**src/rtl/core/assert_macros.svh**
```systemverilog
// assertion macros used by the directory lookup rtl
`ifndef ASSERT_MACROS_SVH
`define ASSERT_MACROS_SVH

// property must hold at every clock edge out of reset
`define ASSERT_ALWAYS(label, clk, rst_n, prop, msg) \
    label: assert property (@(posedge clk) disable iff (!rst_n) (prop)) else $error(msg);

// antecedent implies consequent in the next cycle
`define ASSERT_NEXT(label, clk, rst_n, ante, cons, msg) \
    label: assert property (@(posedge clk) disable iff (!rst_n) (ante) |=> (cons)) \
        else $error(msg);

`endif

```
**src/rtl/core/dlk_pkg.sv**
```systemverilog
// shared types and constants of the directory lookup block
package dlk_pkg;

    localparam int unsigned SECTOR_DATA_BYTES   = 2048;
    localparam int unsigned SECTOR_BITS         = $clog2(SECTOR_DATA_BYTES);
    localparam int unsigned NAME_STORE_DEPTH    = 256;
    localparam int unsigned NAME_ADDR_BITS      = $clog2(NAME_STORE_DEPTH);
    localparam int unsigned MAX_COMPONENT_CHARS = 32;
    localparam int unsigned COMP_IDX_BITS       = $clog2(MAX_COMPONENT_CHARS);

    localparam logic [7:0] MIN_RECORD_LEN = 8'd34;
    localparam logic [7:0] NAME_FIELD_POS = 8'd33;
    localparam logic [7:0] CH_SEMI        = 8'h3B;
    localparam logic [7:0] CH_ONE         = 8'h31;
    localparam logic [7:0] CH_SPACE       = 8'h20;

    typedef enum logic [1:0]
    {
        STATUS_FOUND     = 2'd0,
        STATUS_NOT_FOUND = 2'd1,
        STATUS_BAD       = 2'd2
    } status_t;

    typedef enum logic [2:0]
    {
        REG_CHARS_A = 3'd0,
        REG_CHARS_B = 3'd1,
        REG_CHARS_C = 3'd2,
        REG_CHARS_D = 3'd3,
        REG_LENGTH  = 3'd4,
        REG_DIRSIZE = 3'd5
    } reg_idx_t;

    typedef struct packed
    {
        logic [63:0] chars_d;
        logic [63:0] chars_c;
        logic [63:0] chars_b;
        logic [63:0] chars_a;
        logic [5:0]  comp_len;
        logic [30:0] dir_size;
    } cfg_t;

    function automatic logic [7:0] upper_ascii(input logic [7:0] c);
        logic [7:0] r;
        r = c;
        if (c >= 8'h61 && c <= 8'h7A)
        begin
            r = c - 8'd32;
        end
        return r;
    endfunction

endpackage

```
**src/rtl/core/dlk_cfg_regs.sv**
```systemverilog
// apb configuration registers of the directory lookup
module dlk_cfg_regs
(
    input  logic          clk,
    input  logic          rst_n,
    input  logic          psel,
    input  logic          penable,
    input  logic          pwrite,
    input  logic [5:0]    paddr,
    input  logic [63:0]   pwdata,
    output logic [63:0]   prdata,
    output logic          pready,
    output dlk_pkg::cfg_t cfg
);
    import dlk_pkg::*;

    cfg_t     cfg_reg;
    cfg_t     cfg_next;
    reg_idx_t idx;
    logic     wr;

    assign idx    = reg_idx_t'(paddr[5:3]);
    assign wr     = psel && penable && pwrite;
    assign pready = 1'b1;
    assign cfg    = cfg_reg;

    // register write decode
    always_comb
    begin
        cfg_next = cfg_reg;
        if (wr)
        begin
            case (idx)
                REG_CHARS_A: cfg_next.chars_a  = pwdata;
                REG_CHARS_B: cfg_next.chars_b  = pwdata;
                REG_CHARS_C: cfg_next.chars_c  = pwdata;
                REG_CHARS_D: cfg_next.chars_d  = pwdata;
                REG_LENGTH:  cfg_next.comp_len = pwdata[5:0];
                REG_DIRSIZE: cfg_next.dir_size = pwdata[30:0];
                default:     cfg_next = cfg_reg;
            endcase
        end
    end

    always_ff @(posedge clk or negedge rst_n)
    begin
        if (!rst_n)
        begin
            cfg_reg          <= '0;
            cfg_reg.comp_len <= 6'd1;
            cfg_reg.dir_size <= 31'd2048;
        end
        else
        begin
            cfg_reg <= cfg_next;
        end
    end

    // read back
    always_comb
    begin
        case (idx)
            REG_CHARS_A: prdata = cfg_reg.chars_a;
            REG_CHARS_B: prdata = cfg_reg.chars_b;
            REG_CHARS_C: prdata = cfg_reg.chars_c;
            REG_CHARS_D: prdata = cfg_reg.chars_d;
            REG_LENGTH:  prdata = {58'd0, cfg_reg.comp_len};
            REG_DIRSIZE: prdata = {33'd0, cfg_reg.dir_size};
            default:     prdata = 64'd0;
        endcase
    end

endmodule

```
**src/rtl/core/dlk_name_ram.sv**
```systemverilog
// name store memory, one write and one registered read port
module dlk_name_ram
(
    input  logic                               clk,
    input  logic                               wr_en,
    input  logic [dlk_pkg::NAME_ADDR_BITS-1:0] wr_addr,
    input  logic [7:0]                         wr_data,
    input  logic [dlk_pkg::NAME_ADDR_BITS-1:0] rd_addr,
    output logic [7:0]                         rd_data
);
    import dlk_pkg::*;

    logic [7:0] mem [NAME_STORE_DEPTH];

    always_ff @(posedge clk)
    begin
        if (wr_en)
        begin
            mem[wr_addr] <= wr_data;
        end
    end

    always_ff @(posedge clk)
    begin
        rd_data <= mem[rd_addr];
    end

endmodule

```
**src/rtl/core/iso9660_directory_lookup.sv**
```systemverilog
// directory record lookup: byte scanner, name store and name compare
// result: registered, shown the cycle after the deciding word, or after the name compare
// when a record end starts one (one stored byte read per cycle)
// throughput: one word per cycle; words stall during the name compare and while a result waits for out_ready
// reset: asynchronous active low, scan idle, control registers at their reset values; held fields and payload not reset
module iso9660_directory_lookup
(
    input  logic        clk,
    input  logic        rst_n,
    input  logic        psel,
    input  logic        penable,
    input  logic        pwrite,
    input  logic [5:0]  paddr,
    input  logic [63:0] pwdata,
    output logic [63:0] prdata,
    output logic        pready,
    input  logic        in_valid,
    output logic        in_ready,
    input  logic [7:0]  data_byte,
    input  logic        start_scan,
    output logic        out_valid,
    input  logic        out_ready,
    output logic [1:0]  scan_status,
    output logic [31:0] extent_lba,
    output logic [31:0] extent_size,
    output logic [7:0]  file_flags
);
    `include "assert_macros.svh"
    import dlk_pkg::*;

    typedef enum logic [1:0]
    {
        ST_RUN = 2'b01,
        ST_CMP = 2'b10
    } state_t;

    cfg_t cfg;

    dlk_cfg_regs u_cfg
    (
        .clk     (clk),
        .rst_n   (rst_n),
        .psel    (psel),
        .penable (penable),
        .pwrite  (pwrite),
        .paddr   (paddr),
        .pwdata  (pwdata),
        .prdata  (prdata),
        .pready  (pready),
        .cfg     (cfg)
    );

    state_t      state_reg, state_next;
    logic        active_reg, active_next;
    logic        skip_reg, skip_next;
    logic [30:0] off_reg, off_next;
    logic [7:0]  pos_reg, pos_next;
    logic [7:0]  rl_reg, rl_next;
    logic [31:0] lba_reg, lba_next;
    logic [31:0] size_reg, size_next;
    logic [7:0]  flags_reg, flags_next;
    logic [7:0]  nl_reg, nl_next;
    logic [7:0]  trim_reg, trim_next;
    logic [7:0]  last_reg, last_next;
    logic [7:0]  before_reg, before_next;
    logic [7:0]  prev_reg, prev_next;
    logic [5:0]  idx_reg, idx_next;
    logic        dv_reg, dv_next;
    logic        out_valid_reg, out_valid_next;
    status_t     status_reg, status_next;
    logic [31:0] olba_reg, olba_next;
    logic [31:0] osize_reg, osize_next;
    logic [7:0]  oflags_reg, oflags_next;

    logic                      acc;
    logic                      ram_we;
    logic [NAME_ADDR_BITS-1:0] ram_waddr;
    logic [NAME_ADDR_BITS-1:0] ram_raddr;
    logic [7:0]                ram_rdata;

    dlk_name_ram u_ram
    (
        .clk     (clk),
        .wr_en   (ram_we),
        .wr_addr (ram_waddr),
        .wr_data (data_byte),
        .rd_addr (ram_raddr),
        .rd_data (ram_rdata)
    );

    assign in_ready  = (state_reg == ST_RUN) && (!out_valid_reg || out_ready);
    assign acc       = in_valid && in_ready;
    assign ram_raddr = NAME_ADDR_BITS'(idx_reg);

    // component byte select and trimmed lengths
    logic [255:0]             comp_all;
    logic [5:0]               clen_sat;
    logic [5:0]               clen_trim;
    logic [7:0]               rlen_trim;
    logic [COMP_IDX_BITS-1:0] c_i1, c_i2;
    logic [5:0]               j_idx;
    logic [7:0]               comp_j;

    assign comp_all  = {cfg.chars_d, cfg.chars_c, cfg.chars_b, cfg.chars_a};
    assign clen_sat  = (cfg.comp_len > 6'(MAX_COMPONENT_CHARS)) ?
                       6'(MAX_COMPONENT_CHARS) : cfg.comp_len;
    assign c_i1      = COMP_IDX_BITS'(clen_sat - 6'd1);
    assign c_i2      = COMP_IDX_BITS'(clen_sat - 6'd2);
    assign clen_trim = (clen_sat > 6'd2 && comp_all[c_i2*8 +: 8] == CH_SEMI &&
                        comp_all[c_i1*8 +: 8] == CH_ONE) ? clen_sat - 6'd2 : clen_sat;
    assign rlen_trim = (trim_reg > 8'd2 && before_reg == CH_SEMI && last_reg == CH_ONE) ?
                       trim_reg - 8'd2 : trim_reg;
    assign j_idx     = idx_reg - 6'd1;
    assign comp_j    = comp_all[COMP_IDX_BITS'(j_idx)*8 +: 8];

    // scan and compare control
    always_comb
    begin
        logic        e_active;
        logic        e_skip;
        logic [30:0] e_off;
        logic [7:0]  e_pos;
        logic [7:0]  e_rl;
        logic [31:0] off32;
        logic [31:0] size32;
        logic [31:0] bnd;
        logic [31:0] off_inc;
        logic [8:0]  pinc;
        logic [7:0]  nidx;
        logic        fin;
        logic        go_cmp;
        logic        done;
        logic        match;
        status_t     fst;

        state_next     = state_reg;
        active_next    = active_reg;
        skip_next      = skip_reg;
        off_next       = off_reg;
        pos_next       = pos_reg;
        rl_next        = rl_reg;
        lba_next       = lba_reg;
        size_next      = size_reg;
        flags_next     = flags_reg;
        nl_next        = nl_reg;
        trim_next      = trim_reg;
        last_next      = last_reg;
        before_next    = before_reg;
        prev_next      = prev_reg;
        idx_next       = idx_reg;
        dv_next        = dv_reg;
        ram_we         = 1'b0;
        ram_waddr      = '0;
        fin            = 1'b0;
        go_cmp         = 1'b0;
        fst            = STATUS_NOT_FOUND;
        done           = 1'b0;
        match          = 1'b0;
        e_active       = active_reg;
        e_skip         = skip_reg;
        e_off          = off_reg;
        e_pos          = pos_reg;
        e_rl           = rl_reg;
        size32         = {1'b0, cfg.dir_size};
        off32          = '0;
        bnd            = '0;
        off_inc        = '0;
        pinc           = '0;
        nidx           = '0;

        if (state_reg == ST_RUN && acc)
        begin
            if (start_scan)
            begin
                e_active   = 1'b1;
                e_skip     = 1'b0;
                e_off      = '0;
                e_pos      = '0;
                e_rl       = '0;
                lba_next   = '0;
                size_next  = '0;
                flags_next = '0;
                nl_next    = '0;
            end
            active_next = e_active;
            skip_next   = e_skip;
            off_next    = e_off;
            pos_next    = e_pos;
            rl_next     = e_rl;
            off32       = {1'b0, e_off};
            bnd         = (off32 | 32'(SECTOR_DATA_BYTES - 1)) + 32'd1;
            if (e_active)
            begin
                if (e_skip)
                begin
                    // word dropped until the sector boundary
                end
                else if (e_pos == 8'd0)
                begin
                    if (off32 >= size32)
                    begin
                        fin = 1'b1;
                    end
                    else if (data_byte == 8'd0)
                    begin
                        if (bnd >= size32)
                        begin
                            fin = 1'b1;
                        end
                        else
                        begin
                            skip_next = 1'b1;
                        end
                    end
                    else if (data_byte < MIN_RECORD_LEN ||
                             off32 + {24'd0, data_byte} > size32)
                    begin
                        fin = 1'b1;
                        fst = STATUS_BAD;
                    end
                    else
                    begin
                        rl_next  = data_byte;
                        pos_next = 8'd1;
                    end
                end
                else
                begin
                    // field capture by record position
                    case (e_pos)
                        8'd2:  lba_next = {24'd0, data_byte};
                        8'd3:  lba_next[15:8] = data_byte;
                        8'd4:  lba_next[23:16] = data_byte;
                        8'd5:  lba_next[31:24] = data_byte;
                        8'd10: size_next = {24'd0, data_byte};
                        8'd11: size_next[15:8] = data_byte;
                        8'd12: size_next[23:16] = data_byte;
                        8'd13: size_next[31:24] = data_byte;
                        8'd25: flags_next = data_byte;
                        8'd32:
                        begin
                            nl_next   = data_byte;
                            trim_next = 8'd0;
                        end
                        default:
                        begin
                            if (e_pos >= NAME_FIELD_POS)
                            begin
                                nidx      = e_pos - NAME_FIELD_POS;
                                ram_we    = 1'b1;
                                ram_waddr = NAME_ADDR_BITS'(nidx);
                                prev_next = data_byte;
                                if (nidx < nl_reg && data_byte != CH_SPACE)
                                begin
                                    trim_next   = nidx + 8'd1;
                                    last_next   = data_byte;
                                    before_next = prev_reg;
                                end
                            end
                        end
                    endcase
                    pinc = {1'b0, e_pos} + 9'd1;
                    if (pinc >= {1'b0, e_rl})
                    begin
                        pos_next = 8'd0;
                        if ({1'b0, nl_next} + {1'b0, NAME_FIELD_POS} <= {1'b0, e_rl})
                        begin
                            go_cmp = 1'b1;
                        end
                    end
                    else
                    begin
                        pos_next = pinc[7:0];
                    end
                end
                if (!fin)
                begin
                    off_inc  = off32 + 32'd1;
                    off_next = off_inc[30:0];
                    if (skip_next && off_inc[SECTOR_BITS-1:0] == '0)
                    begin
                        skip_next = 1'b0;
                    end
                    if (!go_cmp && !skip_next && pos_next == 8'd0 && off_inc >= size32)
                    begin
                        fin = 1'b1;
                    end
                end
                if (go_cmp && !fin)
                begin
                    state_next = ST_CMP;
                    idx_next   = '0;
                    dv_next    = 1'b0;
                end
            end
        end
        else if (state_reg == ST_CMP)
        begin
            // one stored name byte checked per cycle
            idx_next = idx_reg + 6'd1;
            dv_next  = 1'b1;
            if (rlen_trim != {2'd0, clen_trim})
            begin
                done = 1'b1;
            end
            else if (clen_trim == 6'd0)
            begin
                done  = 1'b1;
                match = 1'b1;
            end
            else if (dv_reg)
            begin
                if (upper_ascii(ram_rdata) != upper_ascii(comp_j))
                begin
                    done = 1'b1;
                end
                else if (j_idx == clen_trim - 6'd1)
                begin
                    done  = 1'b1;
                    match = 1'b1;
                end
            end
            if (done)
            begin
                state_next = ST_RUN;
                if (match)
                begin
                    fin = 1'b1;
                    fst = STATUS_FOUND;
                end
                else if ({1'b0, off_reg} >= size32)
                begin
                    fin = 1'b1;
                end
            end
        end

        if (fin)
        begin
            active_next = 1'b0;
            skip_next   = 1'b0;
            pos_next    = 8'd0;
        end

        // result register
        out_valid_next = out_valid_reg;
        status_next    = status_reg;
        olba_next      = olba_reg;
        osize_next     = osize_reg;
        oflags_next    = oflags_reg;
        if (fin)
        begin
            out_valid_next = 1'b1;
            status_next    = fst;
            olba_next      = (fst == STATUS_FOUND) ? lba_reg : 32'd0;
            osize_next     = (fst == STATUS_FOUND) ? size_reg : 32'd0;
            oflags_next    = (fst == STATUS_FOUND) ? flags_reg : 8'd0;
        end
        else if (out_ready)
        begin
            out_valid_next = 1'b0;
        end
    end

    // control registers
    always_ff @(posedge clk or negedge rst_n)
    begin
        if (!rst_n)
        begin
            state_reg     <= ST_RUN;
            active_reg    <= 1'b0;
            skip_reg      <= 1'b0;
            off_reg       <= '0;
            pos_reg       <= '0;
            rl_reg        <= '0;
            idx_reg       <= '0;
            dv_reg        <= 1'b0;
            out_valid_reg <= 1'b0;
        end
        else
        begin
            state_reg     <= state_next;
            active_reg    <= active_next;
            skip_reg      <= skip_next;
            off_reg       <= off_next;
            pos_reg       <= pos_next;
            rl_reg        <= rl_next;
            idx_reg       <= idx_next;
            dv_reg        <= dv_next;
            out_valid_reg <= out_valid_next;
        end
    end

    // held fields and result payload
    always_ff @(posedge clk)
    begin
        lba_reg    <= lba_next;
        size_reg   <= size_next;
        flags_reg  <= flags_next;
        nl_reg     <= nl_next;
        trim_reg   <= trim_next;
        last_reg   <= last_next;
        before_reg <= before_next;
        prev_reg   <= prev_next;
        status_reg <= status_next;
        olba_reg   <= olba_next;
        osize_reg  <= osize_next;
        oflags_reg <= oflags_next;
    end

    assign out_valid   = out_valid_reg;
    assign scan_status = status_reg;
    assign extent_lba  = olba_reg;
    assign extent_size = osize_reg;
    assign file_flags  = oflags_reg;

    `ASSERT_NEXT(a_out_hold, clk, rst_n, out_valid && !out_ready, out_valid && $stable(scan_status), "result dropped while stalled")
    `ASSERT_ALWAYS(a_status_code, clk, rst_n, !out_valid || scan_status != 2'd3, "bad status code")
    `ASSERT_ALWAYS(a_cmp_between, clk, rst_n, state_reg != ST_CMP || (pos_reg == 8'd0 && !skip_reg), "compare inside record")
    `ASSERT_ALWAYS(a_zero_fields, clk, rst_n, !out_valid || status_reg == STATUS_FOUND || (extent_lba == 32'd0 && file_flags == 8'd0), "fields set without match")

endmodule

```
**config.mk**
```make
export PLATFORM = sky130hd
export DESIGN_NAME = iso9660_directory_lookup
export DESIGN_NICKNAME = d
export VERILOG_FILES = /design/src/rtl/core/dlk_pkg.sv /design/src/rtl/core/dlk_cfg_regs.sv /design/src/rtl/core/dlk_name_ram.sv /design/src/rtl/core/iso9660_directory_lookup.sv
export VERILOG_INCLUDE_DIRS = /design/src /design/src/rtl/core
export SDC_FILE = /design/constraint.sdc
export NUM_CORES = 2
export LEC_CHECK = 0
export BUFFER_PORTS_ARGS = -buffer_cell sky130_fd_sc_hd__buf_2
export CELL_PAD_IN_SITES_DETAIL_PLACEMENT = 0
export CELL_PAD_IN_SITES_GLOBAL_PLACEMENT = 2
export CORE_ASPECT_RATIO = 1.25
export CORE_MARGIN = 2
export CORE_UTILIZATION = 45
export CTS_BUF_LIST = sky130_fd_sc_hd__clkbuf_8 sky130_fd_sc_hd__clkbuf_16
export DETAILED_ROUTE_END_ITERATION = 10
export PLACE_DENSITY_LB_ADDON = 0.1
export SYNTH_ARGS = -nofsm -noshare
export SYNTH_HDL_FRONTEND = slang
export SYNTH_HIERARCHICAL = 1
export SYNTH_SLANG_ARGS = --single-unit
```
**constraint.sdc**
```tcl
create_clock -name clk -period 7.6 [get_ports clk]
set_input_delay 0.38 -clock clk [delete_from_list [all_inputs] [get_ports clk]]
set_output_delay 0.38 -clock clk [all_outputs]
set_load 0.005 [all_outputs]
```
# --- Word-level counts from Yosys, hierarchy flattened ---
# Memories as Yosys holds them, arrays and structs flattened. A register that Yosys moved wholly into a read port is not among the register bits.
# Cells that the tools add are included.
word_totals:
  reg_bits: 538
  latch_bits: 0
  ramBits: 2048
  mem_bits_ro: 0
  in_bits: 86
  output_inout_bits: 141
  n_memories: 1
op_classes:
  add_sub_neg: 15
  n_mul: 0
  div: 0
  n_lt_le_gt_ge: 17
  eq_ne: 27
  shifts: 3
  n_mux: 171
  bitwise_logic: 4
  n_reduce_logical: 49
mem_list:
  columns: ["name", "words", "width", "read_ports", "rd_clocked_by_memory_dff", "wr", "line_no", "rtl"]
  rows:
  - ["u_ram.mem", 256, 8, 1, 1, 1, "dlk_name_ram.sv:13", "logic [7:0] mem [NAME_STORE_DEPTH];"]
ops:
  columns: ["op", "n"]
  rows:
  - ["variable part select 256 x 9 -> 8 bit", 3]
  - ["two-way mux 8 bit", 58]
  - ["case mux 64 bit (6 select lines)", 1]
  - ["two-way mux 32 bit", 8]
  - ["two-way mux 31 bit", 4]
  - ["case mux 8 bit (2 select lines)", 7]
  - ["two-way mux 1 bit", 75]
  - ["adder 31 x 1 -> 32 bit, second input constant", 2]
  - [">= comparator 32 x 31 -> 1 bit", 2]
  - [">= comparator 31 bit", 2]
  - ["equality test 8 x 6 -> 1 bit, second input constant", 5]
  - ["two-way mux 6 bit", 6]
  - ["adder 31 x 8 -> 32 bit", 1]
  - ["equality test 8 x 4 -> 1 bit, second input constant", 4]
  - ["greater-than comparator 32 x 31 -> 1 bit", 1]
  - ["zero test 8 bit", 3]
  - ["two-way mux 2 bit", 12]
  - ["subtractor 8 x 6 -> 8 bit, second input constant", 3]
  - ["logical AND 1 bit", 17]
  - ["equality test 8 x 2 -> 1 bit, second input constant", 2]
  - ["equality test 8 x 3 -> 1 bit, second input constant", 2]
  - [">= comparator 8 x 7 -> 1 bit, second input constant", 2]
  - ["less-or-equal comparator 8 x 7 -> 1 bit, second input constant", 2]
  - ["AND reduction 7 bit", 2]
  - ["other kinds (41)", 62]

# --- Logic depth before layout (Yosys ltp) ---
depth:
  word_depth: 33
  ltp_mapped: 40
  depth_no_buf: 30

# --- Modules after synthesis ---
# Netlist, hierarchy kept.
modules_own_cells:
  columns: ["module", "instances", "cells_each", "area_each_um2", "seq_area_each_um2"]
  rows:
  - ["dlk_name_ram", 1, 3733, 79556.3, 61659.1]
  - ["iso9660_directory_lookup", 1, 2299, 21922.3, 7063.0]
  - ["dlk_cfg_regs", 1, 896, 13501.7, 7334.5]

# --- Worst setup path after synthesis ---
# OpenSTA, ideal clock, no wires.
synth_timing:
  kind: "input-to-reg"
  start: "input start_scan"
  end: "register olba_reg[0], in the netlist extent_lba[0] (enable)"
  setup_time_ns: 0.757
  arrival_time_ns: 9.478
  setup_slack_ns: -2.636
  cell_stages: 38
  cell_sequence: "clkbuf_1 clkbuf_1 clkbuf_1 buf_1 clkbuf_1 clkbuf_1 clkbuf_1 clkbuf_1 clkbuf_1 nor2_1 ha_1 ha_1 a21o_1 maj3_1 a22oi_1 nor2b_1 o21a_1 o21ai_0 (+2 left out) or2_2 clkbuf_1 nor2_1 xor2_1 ha_1 nand4_1 nor2_1 and3_1 a221oi_1 a31oi_1 or4b_2 o21ai_0 a21oi_1 o211ai_1 o21a_1 nor2_1 nand2_1 nand2_1"
synth_between:
  elab_chain_len: 26
  elab_cells_between_ends: 77
  cone_classes: "add/sub (5); order compare (6); eq/ne (1); mux (55); reduce/logical (10)"
synth_lines:
  columns: ["element", "line_no", "rtl"]
  rows:
  - ["start: declaration", "iso9660_directory_lookup.sv:20", "input logic start_scan,"]
  - ["two-way mux 31 bit or two-way mux 8 bit (tied branches)", "iso9660_directory_lookup.sv:173", "if (start_scan)"]
  - ["two-way mux 31 bit or two-way mux 8 bit (tied branches)", "iso9660_directory_lookup.sv:171", "if (state_reg == ST_RUN && acc)"]
  - ["adder 31 x 1 -> 32 bit or equality test 8 x 6 -> 1 bit (tied branches)", null, null]
  - [">= comparator 32 x 31 -> 1 bit or two-way mux 8 bit (tied branches)", "iso9660_directory_lookup.sv:206, iso9660_directory_lookup.sv:230", null]
  - ["two-way mux 1 bit or two-way mux 8 bit (tied branches)", "iso9660_directory_lookup.sv:206, iso9660_directory_lookup.sv:198", null]
  - ["two-way mux 1 bit or two-way mux 8 bit (tied branches)", "iso9660_directory_lookup.sv:204, iso9660_directory_lookup.sv:194", null]
  - ["two-way mux 1 bit or two-way mux 8 bit (tied branches)", "iso9660_directory_lookup.sv:200, iso9660_directory_lookup.sv:192", null]
  - ["two-way mux 1 bit or two-way mux 8 bit (tied branches)", "iso9660_directory_lookup.sv:198, iso9660_directory_lookup.sv:171", null]
  - ["(+8 left out)", null, null]
  - ["zero test 1 bit", "iso9660_directory_lookup.sv:284", "if (!go_cmp && !skip_next && pos_next == 8'd0 && off_inc >= size32)"]
  - ["logical AND 1 bit (3 in series)", "iso9660_directory_lookup.sv:284", null]
  - ["two-way mux 1 bit", "iso9660_directory_lookup.sv:284", null]
  - ["two-way mux 1 bit", "iso9660_directory_lookup.sv:276", "if (!fin)"]
  - ["two-way mux 1 bit", "iso9660_directory_lookup.sv:192", "if (e_active)"]
  - ["two-way mux 1 bit", "iso9660_directory_lookup.sv:171", null]
  - ["two-way mux 1 bit (*)", "iso9660_directory_lookup.sv:192", null]
  - ["two-way mux 1 bit (*)", "iso9660_directory_lookup.sv:171", null]
  - ["end signal: assignment", "iso9660_directory_lookup.sv:406", "olba_reg <= olba_next;"]
  - ["end: declaration", "iso9660_directory_lookup.sv:71", "logic [31:0] olba_reg, olba_next;"]
# Every way passes the cells marked *; elsewhere a longest branch is shown, timed or not. The select of a mux whose other input is x is not followed.
# A chain may end at the register's enable or synchronous reset.

# --- Worst setup path after layout ---
layout_timing:
  start: "register u_cfg.cfg_reg, in the netlist u_cfg/cfg[36]"
  end: "register olba_reg[14], in the netlist extent_lba[14] (enable)"
layout_between:
  elab_chain_len: 21
  elab_cells_between_ends: 33
  cone_classes: "add/sub (3); order compare (2); eq/ne (4); shift (2); mux (19); reduce/logical (3)"
layout_lines:
  columns: ["element", "line_no", "rtl"]
  rows:
  - ["start: declaration", "dlk_cfg_regs.sv:17", "cfg_t cfg_reg;"]
  - ["start signal: assignment", "dlk_cfg_regs.sv:55", "cfg_reg <= cfg_next;"]
  - ["greater-than comparator 6 bit", "iso9660_directory_lookup.sv:105", "assign clen_sat = (cfg.comp_len > 6'(MAX_COMPONENT_CHARS)) ?"]
  - ["two-way mux 6 bit (*)", "iso9660_directory_lookup.sv:105", null]
  - ["subtractor 6 x 2 -> 6 bit", "iso9660_directory_lookup.sv:110", "comp_all[c_i1*8 +: 8] == CH_ONE) ? clen_sat - 6'd2 : clen_sat;"]
  - ["variable part select 256 x 9 -> 8 bit", "iso9660_directory_lookup.sv:109", "assign clen_trim = (clen_sat > 6'd2 && comp_all[c_i2*8 +: 8] == CH_SEMI &&"]
  - ["equality test 8 x 6 -> 1 bit", "iso9660_directory_lookup.sv:109", null]
  - ["logical AND 1 bit (2 in series)", "iso9660_directory_lookup.sv:109", null]
  - ["two-way mux 6 bit (*)", "iso9660_directory_lookup.sv:110", null]
  - ["subtractor 6 x 1 -> 6 bit", "iso9660_directory_lookup.sv:317", "else if (j_idx == clen_trim - 6'd1)"]
  - ["(+4 left out)", null, null]
  - ["two-way mux 1 bit", "iso9660_directory_lookup.sv:306", "else if (clen_trim == 6'd0)"]
  - ["two-way mux 1 bit", "iso9660_directory_lookup.sv:302", "if (rlen_trim != {2'd0, clen_trim})"]
  - ["two-way mux 1 bit", "iso9660_directory_lookup.sv:297", "else if (state_reg == ST_CMP)"]
  - ["two-way mux 1 bit", "iso9660_directory_lookup.sv:171", null]
  - ["two-way mux 1 bit", "iso9660_directory_lookup.sv:326", "if (match)"]
  - ["two-way mux 1 bit (*)", "iso9660_directory_lookup.sv:323", "if (done)"]
  - ["two-way mux 1 bit (*)", "iso9660_directory_lookup.sv:297", null]
  - ["two-way mux 1 bit (*)", "iso9660_directory_lookup.sv:171", null]
# Marked as above.

==> metrics <==
cell count after synthesis=between 6000 and 7000; largest net degree at the start of global routing=around 180; Ys Warns=6; CTS Root Cell=clkbuf_16; Syn Area/Cell=about 17 sq um; Cell Pwr Density=325.0 nW/um^2; Post-synth top flop=edfxtp_1; DIE AREA=about 260000 sq um; Setup WS pre-CTS=approximately 0.39 ns; number of synthesized flops with an enable pin=about 2200; worst clock skew=roughly 0.038 ns; htree depth=5; FF+latch area=76070 sq um; Yosys cell types=around 120; most frequent cells in the layout=edfxtp_1 (2234), mux4_2 (559), nor2_1 (447); post-route worst setup slack=0.5733 ns; Die H=569.1 microns; Synth-to-Final Area Change=12.19%; crit path time final=~7.0 ns; Residual DRC=0; hold slack final=between 0.05 and 0.06 ns; DR pass1 iterations=5; placed cell count=10260; RSZ-0062 raised after global routing=false; Synth area leader=edfxtp_1; GRT Residual Overflow=0; Final Power=around 42 mW; io pins=approximately 230; largest fanout on the critical path=between 70 and 80; share of the synthesized area in the top cell type=approximately 60%; status=finished with violations; WL/cell=31.66 microns; number of flip-flops in the largest register=2048; GRT Resource Usage Total=a little over a quarter; failing checks=slew limit; FFs w/ async S/R, synth=between 10% and 20%; final cell count without fillers=~11000; CTS resizes=0; startpoint types=flop; Routed Antenna Nets=0; CP Class=flop to flop; design area=129000 sq um; Starting DRT DRC Count=roughly 6000; Via-to-Cell Ratio=6.072; sequential fraction of the synthesis area=approximately 66%; Starting Density=a little under half; Final Max Slew Viols=27; Final nets=roughly 7500; slew margin rel.=-56.14%; vias in the first global route=about 68000; most common cell after layout, fill and taps aside=edfxtp_1; Worst setup EP type=flop; register clock-pin slew on the reported worst setup and hold paths=0.06 ns; Critical Path RT=slightly above 8 ns; Detail Placement HPWL=approximately 230000 microns; initial antenna violation count=12; Cell Area, Placed=119700 sq um; Final Hold Viols=0; IO buf count=222; max_cap viols=0; filler cell count in the final layout=21190; Netlist Area Pre-Place=115000 sq um; Die Span X=~460 microns; RD Place Congestion=0.8966; layout cell share with drive strength beyond 1=23.11%; Final Setup Violations=0; area of the multi-input gates=36250 sq um; Setup TNS=0 ns; Pleak=between 40 and 50 nW; CP arrival=7.51 ns; Vias=between 60000 and 70000; post-synthesis register bit count=between 2000 and 3000; peak supply drop=0.2658 mV; core area=approximately 250000 sq um; Clock Path Buffers=4; Tcrit/Tclk final=between 90% and 100%; final core occ=50.72%; clk_lat worst skew=between 0.8 and 0.9 ns; row count=around 210; drt total wl=approximately 340000 microns; TritonCTS Buffers=around 280; Hold Path Class=primary input to flop; Max Fclk=approximately 140 MHz; clock sink count=2594; CTS tree=yes; synth top area cells=edfxtp_1 (58%), mux4_2 (11%), dfrtp_1 (7.6%); Least-Margin Pin Slew=2.321 ns; first-pass GRT wire length=between 400000 and 500000 microns; post-CTS setup buffers=0
[worst paths after layout]
path / startpoint / endpoint / slack, ns / depth (start not counted)
worst max register to register: u_cfg/cfg[36]$_DFFE_PN0P_ / extent_lba[14]$_SDFFCE_PP0P_ / 0.57 / 27
worst max-delay path: u_cfg/cfg[36]$_DFFE_PN0P_ / extent_lba[14]$_SDFFCE_PP0P_ / 0.57 / 27
max in group asynchronous: rst_n / pos_reg[0]$_DFFE_PN0P_ / 5.85 / 3
min in group asynchronous: rst_n / u_cfg/cfg[287]$_DFFE_PN0P_ / 0.23 / 2
worst min register to register: prev_reg[2]$_DFFE_PP_ / before_reg[2]$_DFFE_PP_ / 0.42 / 0
worst min-delay path: out_ready / out_valid$_DFFE_PN0P_ / 0.06 / 3
[cells in the mapped netlist, drive strengths merged, types with 32 or more instances]
cell / count
nor4: 47
mux2i: 198
a22o: 80
o22ai: 46
edfxtp: 2234
o21ai: 149
nor3: 79
nor2: 453
a21o: 51
clkbuf: 210
inv: 101
mux2: 311
nand2: 244
mux4: 562
a22oi: 154
a21oi: 202
buf: 216
ha: 191
xnor2: 91
nor2b: 74
nand2b: 34
a211oi: 32
o221ai: 53
nand3: 110
xor2: 46
and2: 122
dfrtp: 349
nand4: 66
[worst max-delay path, cell delays in order, from the launching register on]
cell	delay [ns]
dfrtp_1	0.55
and2b_1	0.26
inv_1	0.15
buf_4	0.25
ha_1	0.37
or3b_2	0.48
a311oi_1	0.48
nand2_1	0.14
nor4_1	0.33
a211oi_1	0.12
nand4_1	0.29
nor2_1	0.09
buf_4	0.18
xnor2_1	0.14
ha_1	0.26
inv_1	0.11
nor2_1	0.15
nand2_1	0.07
a21oi_1	0.17
nor3_1	0.07
o21ai_0	0.07
mux2_2	0.18
o2111ai_1	0.12
a221oi_2	0.44
o221a_2	0.39
o21ai_0	0.12
buf_4	0.20
nand2_8	0.40
[timing repair]
action / in CTS / in global routing
endpoints found under the setup margin: 0 / 0
hold endpoints to repair: 482 / 0
hold buffers: 72 / 0
[power by group]
| group | internal [mW] | total [mW] | switching (mW) |
|---|---|---|---|
| Combinational | 4.86 | 12.0 | 7.19 |
| Sequential | 16.1 | 16.8 | 0.760 |
| Clock | 7.48 | 13.0 | 5.56 |
| Total | 28.4 | 41.9 | 13.5 |
[metal layers]
metal | GRT usage, % | vias to the layer above | part of all wire [%]
met1 | 33.23 | 34910 | 40
met2 | 46.13 | 1918 | 52
met5 | 0 | - | 0.011
met3 | 3.126 | 485 | 4.7
li1 | - | 28390 | -
met4 | 9.704 | 4 | 3.9
[kinds of logic (layout without fill, tap and decap cells)]
group	Yosys count	after routing	share of synthesized area (%)
other	2	14	0.006532
and+or+nand+nor	1413	1413	6.260
DFF	2594	2594	66.15
buffers and inverters	531	1067	2.465
muxes	1071	1071	15.98
xor gates and xnor gates	137	137	1.057
AOI/OAI and AO/OA	987	987	5.985
adders and majority gates	193	193	2.096
[cell type report]
type | count | area share [%]
diodes | 7 | 0.01358
flip-flops and latches | 2594 | 58.97
clock inverters | 188 | 1.092
well taps | 3344 | 3.244
multi-input cells | 3808 | 28.10
inverters | 104 | 0.3036
repair buffers | 484 | 2.697
clock buffers | 291 | 5.575
No activity file was read; power rests on OpenSTA's default activity.
